## config.mk

```make
export PLATFORM = sky130hd
export DESIGN_NAME = utc_to_local_date_time_core
export DESIGN_NICKNAME = d
export VERILOG_FILES = /design/src/hdl/utld_pkg.sv /design/src/hdl/utld_leap_detect.sv /design/src/hdl/utld_roll.sv /design/src/hdl/utc_to_local_date_time_core.sv
export SDC_FILE = /design/constraint.sdc
export NUM_CORES = 1
export LEC_CHECK = 0
export BUFFER_PORTS_ARGS = -buffer_cell sky130_fd_sc_hd__clkbuf_2
export CORE_AREA = 2 2 98 194
export DETAILED_ROUTE_END_ITERATION = 6
export DIE_AREA = 0 0 100 196
export PLACE_DENSITY = 0.68
export SYNTH_ARGS = -nofsm -noshare
export SYNTH_HDL_FRONTEND = slang
export SYNTH_HIERARCHICAL = 1
export SYNTH_SLANG_ARGS = --single-unit
```

## constraint.sdc

```tcl
create_clock -name clk_i -period 7.7 [get_ports clk_i]
set_input_delay 0.385 -clock clk_i [delete_from_list [all_inputs] [get_ports clk_i]]
set_output_delay 0.385 -clock clk_i [all_outputs]
set_load 0.005 [all_outputs]
```

## src/hdl/utld_pkg.sv

```systemverilog
// Shared types, widths and calendar constants for the UTC to local time block.
`default_nettype none

package utld_pkg;

  localparam int unsigned YearW   = 14;
  localparam int unsigned MonthW  = 4;
  localparam int unsigned DayW    = 5;
  localparam int unsigned HourW   = 5;
  localparam int unsigned OffsetW = 5;

  // Reset value of the zone offset register, in hours.
  localparam logic signed [OffsetW-1:0] OffsetReset = 5'sd8;

  localparam logic [MonthW-1:0] MonthJan = 4'd1;
  localparam logic [MonthW-1:0] MonthFeb = 4'd2;
  localparam logic [MonthW-1:0] MonthMar = 4'd3;
  localparam logic [MonthW-1:0] MonthApr = 4'd4;
  localparam logic [MonthW-1:0] MonthMay = 4'd5;
  localparam logic [MonthW-1:0] MonthJun = 4'd6;
  localparam logic [MonthW-1:0] MonthJul = 4'd7;
  localparam logic [MonthW-1:0] MonthAug = 4'd8;
  localparam logic [MonthW-1:0] MonthSep = 4'd9;
  localparam logic [MonthW-1:0] MonthOct = 4'd10;
  localparam logic [MonthW-1:0] MonthNov = 4'd11;
  localparam logic [MonthW-1:0] MonthDec = 4'd12;

  localparam logic [DayW-1:0] DaysLong   = 5'd31;
  localparam logic [DayW-1:0] DaysShort  = 5'd30;
  localparam logic [DayW-1:0] DaysFebLp  = 5'd29;
  localparam logic [DayW-1:0] DaysFeb    = 5'd28;

  localparam logic [HourW-1:0] HoursPerDay = 5'd24;

  // Reciprocal of 100 scaled by 2^19, rounded up. Exact for every 14-bit year.
  localparam int unsigned Recip100FracW = 19;
  localparam logic [12:0] Recip100      = 13'd5243;

  typedef struct packed {
    logic [YearW-1:0]  utc_year;
    logic [MonthW-1:0] utc_month;
    logic [DayW-1:0]   utc_day;
    logic [HourW-1:0]  utc_hour;
  } utc_stamp_t;

  typedef struct packed {
    logic [YearW-1:0]  local_year;
    logic [MonthW-1:0] local_month;
    logic [DayW-1:0]   local_day;
    logic [HourW-1:0]  local_hour;
  } local_stamp_t;

endpackage

`default_nettype wire

```

## src/hdl/utld_leap_detect.sv

```systemverilog
// Gregorian leap year detector built on one constant multiplication.
`default_nettype none

module utld_leap_detect
  import utld_pkg::*;
(
  input  wire logic [YearW-1:0] year_i,
  output logic                  leap_o
);

  localparam int unsigned ProdW = YearW + 13;

  logic [ProdW-1:0]         prod;
  logic [Recip100FracW-1:0] frac;
  logic                     div_by_100;
  logic                     cent_div_by_4;

  // The product splits into the quotient by 100 (upper bits) and a scaled
  // remainder (lower bits); the remainder is zero exactly when the
  // fraction stays below the multiplier itself.
  assign prod          = ProdW'(year_i) * ProdW'(Recip100);
  assign frac          = prod[Recip100FracW-1:0];
  assign div_by_100    = (frac < Recip100FracW'(Recip100));
  assign cent_div_by_4 = (prod[Recip100FracW+1:Recip100FracW] == 2'b00);

  assign leap_o = div_by_100 ? cent_div_by_4 : (year_i[1:0] == 2'b00);

endmodule

`default_nettype wire

```

## src/hdl/utld_roll.sv

```systemverilog
// Combinational hour offset and calendar day roll for one timestamp.
`default_nettype none

module utld_roll
  import utld_pkg::*;
(
  input  wire utc_stamp_t             stamp_i,
  input  wire logic signed [OffsetW-1:0] offset_i,
  input  wire logic                   leap_i,
  output local_stamp_t                stamp_o
);

  logic signed [6:0]   hour_sum;
  logic                roll_fwd;
  logic                roll_bwd;
  logic [DayW-1:0]     cur_len;
  logic [DayW-1:0]     prev_len;
  logic [DayW:0]       day_inc;
  logic [MonthW:0]     month_inc;
  logic [DayW-1:0]     feb_len;

  assign feb_len = leap_i ? DaysFebLp : DaysFeb;

  always_comb begin
    case (stamp_i.utc_month)
      MonthJan, MonthMar, MonthMay, MonthJul,
      MonthAug, MonthOct, MonthDec: cur_len = DaysLong;
      MonthApr, MonthJun, MonthSep, MonthNov: cur_len = DaysShort;
      default: cur_len = feb_len;
    endcase
  end

  always_comb begin
    case (stamp_i.utc_month)
      MonthMar: prev_len = feb_len;
      MonthMay, MonthJul, MonthOct, MonthDec: prev_len = DaysShort;
      default: prev_len = DaysLong;
    endcase
  end

  assign hour_sum  = signed'({2'b00, stamp_i.utc_hour}) + 7'(offset_i);
  assign roll_fwd  = (hour_sum >= signed'({2'b00, HoursPerDay}));
  assign roll_bwd  = (hour_sum < 7'sd0);
  assign day_inc   = {1'b0, stamp_i.utc_day} + 6'd1;
  assign month_inc = {1'b0, stamp_i.utc_month} + 5'd1;

  always_comb begin
    stamp_o.local_year  = stamp_i.utc_year;
    stamp_o.local_month = stamp_i.utc_month;
    stamp_o.local_day   = stamp_i.utc_day;
    stamp_o.local_hour  = hour_sum[HourW-1:0];
    if (roll_fwd) begin
      stamp_o.local_hour = HourW'(hour_sum - signed'({2'b00, HoursPerDay}));
      stamp_o.local_day  = day_inc[DayW-1:0];
      if (day_inc > {1'b0, cur_len}) begin
        stamp_o.local_day = DayW'(day_inc - {1'b0, cur_len});
        if (month_inc > {1'b0, MonthDec}) begin
          stamp_o.local_month = MonthW'(month_inc - {1'b0, MonthDec});
          stamp_o.local_year  = stamp_i.utc_year + YearW'(1);
        end else begin
          stamp_o.local_month = month_inc[MonthW-1:0];
        end
      end
    end else if (roll_bwd) begin
      stamp_o.local_hour = HourW'(hour_sum + signed'({2'b00, HoursPerDay}));
      if (stamp_i.utc_day > DayW'(1)) begin
        stamp_o.local_day = stamp_i.utc_day - DayW'(1);
      end else begin
        stamp_o.local_day = prev_len;
        if (stamp_i.utc_month <= MonthJan) begin
          stamp_o.local_month = MonthDec;
          stamp_o.local_year  = stamp_i.utc_year - YearW'(1);
        end else begin
          stamp_o.local_month = stamp_i.utc_month - MonthW'(1);
        end
      end
    end
  end

endmodule

`default_nettype wire

```

## src/hdl/utc_to_local_date_time_core.sv

```systemverilog
// Top level of the UTC to local date and hour converter.
// This block turns a UTC timestamp (year, month, day, hour) into local time by
// adding a signed whole-hour zone offset, then carries any overflow or
// underflow of the hour into the date: past midnight the day, month and year
// move forward, before midnight they move back to the previous day, the last
// day of the previous month, or 31 December of the previous year. Month
// lengths follow the Gregorian leap-year rule. The zone offset is a 5-bit
// two's complement register that comes out of reset at +8 hours and is
// written through the configuration beat channel; write it only while no
// beats are in flight. Each input beat is captured in an input register, the
// whole conversion (one constant multiplication for the leap-year test plus
// a few adds and compares) is combinational, and the result lands in an
// output register. One beat can be taken every cycle while the output is not
// stalled. Both stages hold their beat while the output is stalled, so the
// block still takes a new beat as long as the input stage is free.
`default_nettype none

module utc_to_local_date_time_core
  import utld_pkg::*;
(
  input  wire logic                  clk_i,
  input  wire logic                  rst_ni,
  // Configuration write channel for the zone offset.
  input  wire logic                  cfg_valid_i,
  output logic                       cfg_ready_o,
  input  wire logic [OffsetW-1:0]    cfg_data_i,
  // Input timestamp channel.
  input  wire logic                  in_valid_i,
  output logic                       in_stall_o,
  input  wire utc_stamp_t            in_data_i,
  // Output timestamp channel.
  output logic                       out_valid_o,
  input  wire logic                  out_stall_i,
  output local_stamp_t               out_data_o
);

  logic signed [OffsetW-1:0] offset_q, offset_d;
  logic                      in_vld_q, in_vld_d;
  utc_stamp_t                in_stamp_q, in_stamp_d;
  logic                      out_vld_q, out_vld_d;
  local_stamp_t              out_stamp_q, out_stamp_d;

  logic                      out_load;
  logic                      in_load;
  logic                      leap;
  local_stamp_t              conv_stamp;

  // The register file is a single register, so writes are always taken.
  assign cfg_ready_o = 1'b1;
  assign offset_d    = (cfg_valid_i && cfg_ready_o) ? signed'(cfg_data_i) : offset_q;

  // The output stage reloads when it is empty or its beat is being taken;
  // the input stage reloads when it is empty or can hand its beat onward.
  assign out_load   = !out_vld_q || !out_stall_i;
  assign in_load    = !in_vld_q || out_load;
  assign in_stall_o = !in_load;

  assign in_vld_d   = in_load ? in_valid_i : in_vld_q;
  assign in_stamp_d = (in_load && in_valid_i) ? in_data_i : in_stamp_q;

  assign out_vld_d   = out_load ? in_vld_q : out_vld_q;
  assign out_stamp_d = (out_load && in_vld_q) ? conv_stamp : out_stamp_q;

  utld_leap_detect u_leap (
    .year_i (in_stamp_q.utc_year),
    .leap_o (leap)
  );

  utld_roll u_roll (
    .stamp_i  (in_stamp_q),
    .offset_i (offset_q),
    .leap_i   (leap),
    .stamp_o  (conv_stamp)
  );

  always_ff @(posedge clk_i or negedge rst_ni) begin
    if (!rst_ni) begin
      offset_q  <= OffsetReset;
      in_vld_q  <= 1'b0;
      out_vld_q <= 1'b0;
    end else begin
      offset_q  <= offset_d;
      in_vld_q  <= in_vld_d;
      out_vld_q <= out_vld_d;
    end
  end

  // Payload registers carry no reset.
  always_ff @(posedge clk_i) begin
    in_stamp_q  <= in_stamp_d;
    out_stamp_q <= out_stamp_d;
  end

  assign out_valid_o = out_vld_q;
  assign out_data_o  = out_stamp_q;

endmodule

`default_nettype wire

```

Yosys cells after proc, flatten, opt, wreduce, memory -nomap -nowiden:

Cells that the tools add are included.
W data, S select, Z words.

* flip-flop bits (word level): 63
* input bits: 38
* output and inout port bits: 31
* word-level logic and storage cells: 67

* add/subtract/negate cells: 11
* $mul: 1
* order comparisons: 7
* equality and inequality tests: 11
* muxes and demuxes: 13
* reduce and logical (&&, ||, !) cells: 13

Operators by type and width (count)
* $mux W28: 2
* $mux W14: 2
* $mux W23: 1
* $mul A14 B13 Y21 const B: 1
* $eq A4 B4 Y1 const B: 5
* $pmux W5 S2: 2
* $lt A19 B13 Y1 const B: 1
* $mux W18: 1
* $eq A4 B3 Y1 const B: 4
* $add A14 B1 Y14 const B: 1
* $sub A14 B1 Y14 const B: 1
* $mux W4: 2
* $reduce_or A4 Y1: 2
* $add A6 B5 Y7: 1
* $ge A7 B6 Y1 const B: 1
* $lt A7 B1 Y1 const B: 1
* $reduce_or A7 Y1: 1
* $add A5 B1 Y6 const B: 1
* $gt A6 B5 Y1: 1
* $add A4 B1 Y5 const B: 1
* $add A5 B4 Y5 const B: 1
* $gt A5 B1 Y1 const B: 1
* $gt A5 B4 Y1 const B: 1
* $mux W5: 1
* 13 further kinds: 20

Logic depth before layout (Yosys ltp):

* word-level depth: 8
* mapped depth: 29
* mapped depth without buffers: 27

Hierarchy:

The synthesis kept the hierarchy.

By module, submodules not included
* utld_leap_detect: instances 1, cells each 364, area each 3323.2 um^2, sequential area each 0.0 um^2
* utc_to_local_date_time_core: instances 1, cells each 76, area each 1961.9 um^2, sequential area each 1858.0 um^2
* utld_roll: instances 1, cells each 251, area each 1844.3 um^2, sequential area each 0.0 um^2

Least setup slack after synthesis:

Ideal clock, no wire load.

* path kind: reg2reg
* start: register in_stamp_q[22] (netlist name)
* end: register out_stamp_q, in the netlist out_data_o[5], data pin
* library setup time: 0.260 ns
* arrival time: 7.121 ns
* data required time: 7.440 ns
* path slack: 0.319 ns
* stages on the path, launching flop included: 29
* path buffers: 1
* period minus slack after synthesis: 7.381 ns
* path through: edfxtp_1 > ha_1 > inv_1 > fa_1 > inv_1 > fa_1 > inv_1 > fa_1 > fa_1 > inv_1 > ha_1 > a2111o_1 > a21o_1 > a21o_1 > a21oi_2 > mux2i_1 > or4_1 > o31ai_1 > a21o_1 > ha_1 > inv_1 > fa_1 > a21boi_0 > nor2b_1 > maj3_1 > buf_4 > nand2_1 > mux2i_1 > mux2_2

RTL lines
* start, declared: RTL line utc_to_local_date_time_core.sv:39 `utc_stamp_t in_stamp_q, in_stamp_d;`
* start signal, assigned: RTL line utc_to_local_date_time_core.sv:90 `in_stamp_q <= in_stamp_d;`
* end signal, assigned: RTL line utc_to_local_date_time_core.sv:91 `out_stamp_q <= out_stamp_d;`
* end, declared: RTL line utc_to_local_date_time_core.sv:41 `local_stamp_t out_stamp_q, out_stamp_d;`

==> results.txt <==
* Final-report setup violation count: 0
- Antenna-violating nets left: 0
* CTS sink cnt: 63
- TritonCTS built the clock tree.
- The analysis attributes to cell leakage a power of 0.00401 uW.
* Proportion of power drawn by flip-flops and latches: 13.4%
- Async set-reset flop share out of synthesis: 11.1%
- Initial standard-cell utilization of the core: 39.1%
- FILL cells: 1718
- For the finished layout, the period the worst path requires is 7.45 ns.
- The startpoint identified for the worst hold timing path is in_data_i[14].
- In this run, synthesis inferred 56 flip-flops with an integrated enable.
- Post-route cell area: 8520 um^2
* Achievable Freq: 134 MHz
- Global routing used 18.1% of the available tracks.
- The analysis attributes to net switching a power of 1500 uW.
- Cell area after placement: 7980 um^2
- Portion of total power attributed to combinational logic: 72.9%
- The die covers 19600 um^2.
* Distinct cell type count of the synthesized netlist: 71
* Yosys warning count: 6
- Port Buffers: 67
- The number of nets handed over by synthesis was 889.
* Pwr/cell area: 384 nW/um^2
- Status: complete, no violations
* Wirelength, routed: 17400 um
* Via density per instance: 5.29
* Core outline area: 18200 um^2
- The worst register-to-register path begins at in_stamp_q[24].
- The worst pin sits at a relative slew slack of 27.7%.
* Sort of element at the start of the critical path: flip-flop
- Startpoint of the most critical setup path: in_stamp_q[24]
- Post-synthesis instance total: 691
- The final count of pins violating max slew came to 0.
* Critical path's top delay family: adder cells
* Antenna violations before repair: 0
- Total inserted antenna cells: 0
- Number of top-level design ports: 69
- Clock latency at the later pin of the worst-skew pair: 0.34 ns
* Maximum fanout count along the critical path: 5
- Number of hold violations in the final report: 0
- Clock group share of total power: 13.7%
- Clock-pin slew on the worst setup and hold paths: 0.06 ns
- Weighted congestion at the end of routability-driven global placement: 0.897
- Most common cell type on the critical path: sky130_fd_sc_hd__inv_1
- The die is 196 um tall.
* DRT Pass-1 Iters: 6
- After the last flow step, the layout net total stands at 996.
- Area of the mapped netlist: 7130 um^2
- Clock H-tree levels: 3
- Maximum number of pins on one net before global-route repair: 29
- The area growth from synthesis to layout is 19.6%.
- Mean cell area of the mapped netlist: 10.3 um^2
* Slowest-stage cell, CP: sky130_fd_sc_hd__fa_1
* Kind of end point of the critical path: flip-flop
* Data required time of the critical path: 7.78 ns
* Cell row count: 70
* Max Buffers Root-to-Sink: 2
- Final clock skew: 0.0147 ns
- The HPWL after detailed placement is 14500 um.
* Number of design-rule violations left by the first detailed-router iteration: 240
* Pin slew with the least headroom to its limit: 1.08 ns
- The first global-routing pass estimated 27200 um of wire.
- Post-layout power: 3270 uW
- Proportion of layout cells with a drive suffix above 1: 22.7%
* Internal power consumption: 1770 uW
- Buffers inserted during clock tree synthesis total 9.
* Switching Fraction: 45.9%
- Summed over all layers, the global routing overflow is 0.
* Via count of the first global-routing pass: 5586
* Maximum ir drop on the vdd rail: 0.000179 V
* Routed wirelength normalized by instance count: 17.1 um
* Ys flop type: sky130_fd_sc_hd__edfxtp_1
- Type of the worst setup path: flip-flop to flip-flop
- Delay of the slowest cell on the worst path: 0.54 ns
- Fraction of the yosys area taken by sequential cells: 26.1%
- Detailed routing inserted a total of 5389 vias.
* Critical Path AT: 7.53 ns
- Measured along the x axis, the die boundary spans 100 um.
* Cell chosen for the clock root: sky130_fd_sc_hd__clkbuf_16
- Count of max-cap constraint violations: 0
* Remaining routing DRC violations: 0
- The critical path contains buffers and inverters numbering 7 combined.
- Counting flops and latches in the post-synthesis netlist gives 63.
- The path class of the tightest hold or removal check is input pin to flip-flop.
- Fin crit share: 96.8%
==> routing by layer <==
layer	GRT usage, %	wire, um	vias to the layer above
li1	-	-	2607
met1	16.0	5560	2615
met2	37.5	10600	117
met3	1.78	307	50
met4	9.89	892	0
met5	0	0	-
==> stage by stage <==
stage	cells	setup TNS, ns	utilization [%]	setup WS, ns	hold WS [ns]
after detailed placement	1000	-0.0775	43.8	-0.0227	0.233
final	1019	0	46.8	0.249	0.219
after global routing	1019	-0.00995	46.8	-0.00701	0.209
after floorplan	691	0	-	0.319	0.0894
after CTS	1017	0	45.7	0.0502	0.215
after global placement	1000	0	43.8	0.0681	0.231
==> synth_stat cells (all sizes together), types with 10 or more instances <==
master / n / area [um^2]
a21oi: 27 / 139
inv: 151 / 567
o41ai: 10 / 103
buf: 10 / 63.8
ha: 96 / 1200
mux2i: 11 / 110
fa: 64 / 1280
xnor2: 18 / 173
edfxtp: 56 / 1680
o21a: 11 / 82.6
nand2: 21 / 78.8
o21ai: 14 / 70.1
nand3: 23 / 120
xor2: 15 / 131
nor2: 29 / 114
==> state kept, by name, summed over array words and instances (netlist names) <==
signal	count
out_valid_o	1
out_data_o	28
offset_q	5
in_stamp_q	28
in_vld_q	1
==> cells by family after synthesis <==
logic type	Yosys count	share of synthesized area (%)
simple gates	119	8.72
compound gates	127	13.8
flops	63	26.1
mux	20	3.02
other cells	1	0.0526
fa+ha+maj	161	35.0
xor+xnor	33	4.26
buf+inv	167	9.16
==> placed cells by master, fill, tap and decap left out, types with 5 or more instances in the layout <==
master / n
sky130_fd_sc_hd__o21ai_0: 12
sky130_fd_sc_hd__nor2_1: 26
sky130_fd_sc_hd__nand3_1: 22
sky130_fd_sc_hd__fa_1: 62
sky130_fd_sc_hd__clkbuf_16: 9
sky130_fd_sc_hd__xor2_1: 15
sky130_fd_sc_hd__o21a_1: 11
sky130_fd_sc_hd__a31oi_1: 5
sky130_fd_sc_hd__a21o_1: 6
sky130_fd_sc_hd__o41ai_2: 9
sky130_fd_sc_hd__o31ai_1: 8
sky130_fd_sc_hd__edfxtp_1: 56
sky130_fd_sc_hd__mux2i_1: 10
sky130_fd_sc_hd__nand2_1: 21
sky130_fd_sc_hd__inv_1: 150
sky130_fd_sc_hd__nand4_1: 8
sky130_fd_sc_hd__dfrtp_1: 6
sky130_fd_sc_hd__nor3_1: 8
sky130_fd_sc_hd__ha_1: 90
sky130_fd_sc_hd__xnor2_1: 15
sky130_fd_sc_hd__buf_4: 41
sky130_fd_sc_hd__a21oi_1: 23
sky130_fd_sc_hd__clkbuf_2: 67
sky130_fd_sc_hd__mux2_2: 8
==> repair_timing <==
item / 4_1_cts / 5_1_grt
cloned: 0 / 1
hold buffers: 1 / 0
hold endpoints to repair: 6 / 0
buffers inserted: 0 / 1
resized for setup: 2 / 34
pin swaps: 0 / 8
endpoints found under the setup margin: 10 / 22
==> final cells by class <==
| type | count | area, um^2 | share of cell area, % |
|---|---|---|---|
| Clock buffer | 13 | 260 | 3.05 |
| Clock inverter | 3 | 67.6 | 0.793 |
| Inverter | 151 | 567 | 6.65 |
| Multi-Input combinational cell | 462 | 4820 | 56.5 |
| Sequential cell | 63 | 1860 | 21.8 |
| Tap cell | 216 | 270 | 3.17 |
| Timing Repair Buffer | 111 | 684 | 8.03 |
==> worst paths after layout <==
path	endpoint	slack (ns)	cells after the start
min reg2reg	out_valid_o	0.48	1
max in group asynchronous	offset_q[3]	7.03	2
max	out_data_o[7]	0.25	29
min	in_stamp_q[14]	0.22	1
max reg2reg	out_data_o[7]	0.25	29
min in group asynchronous	offset_q[0]	0.43	2
==> power groups by stage <==
stage,combinational [uW],sequential [uW],clock (uW)
detailed placement,2170,445,0
finish,2380,438,447
global route,2660,442,471
CTS,2190,438,451
global placement,2140,444,0
floorplan,1500,448,0
Note: power is estimated with default switching activity, not from simulation.
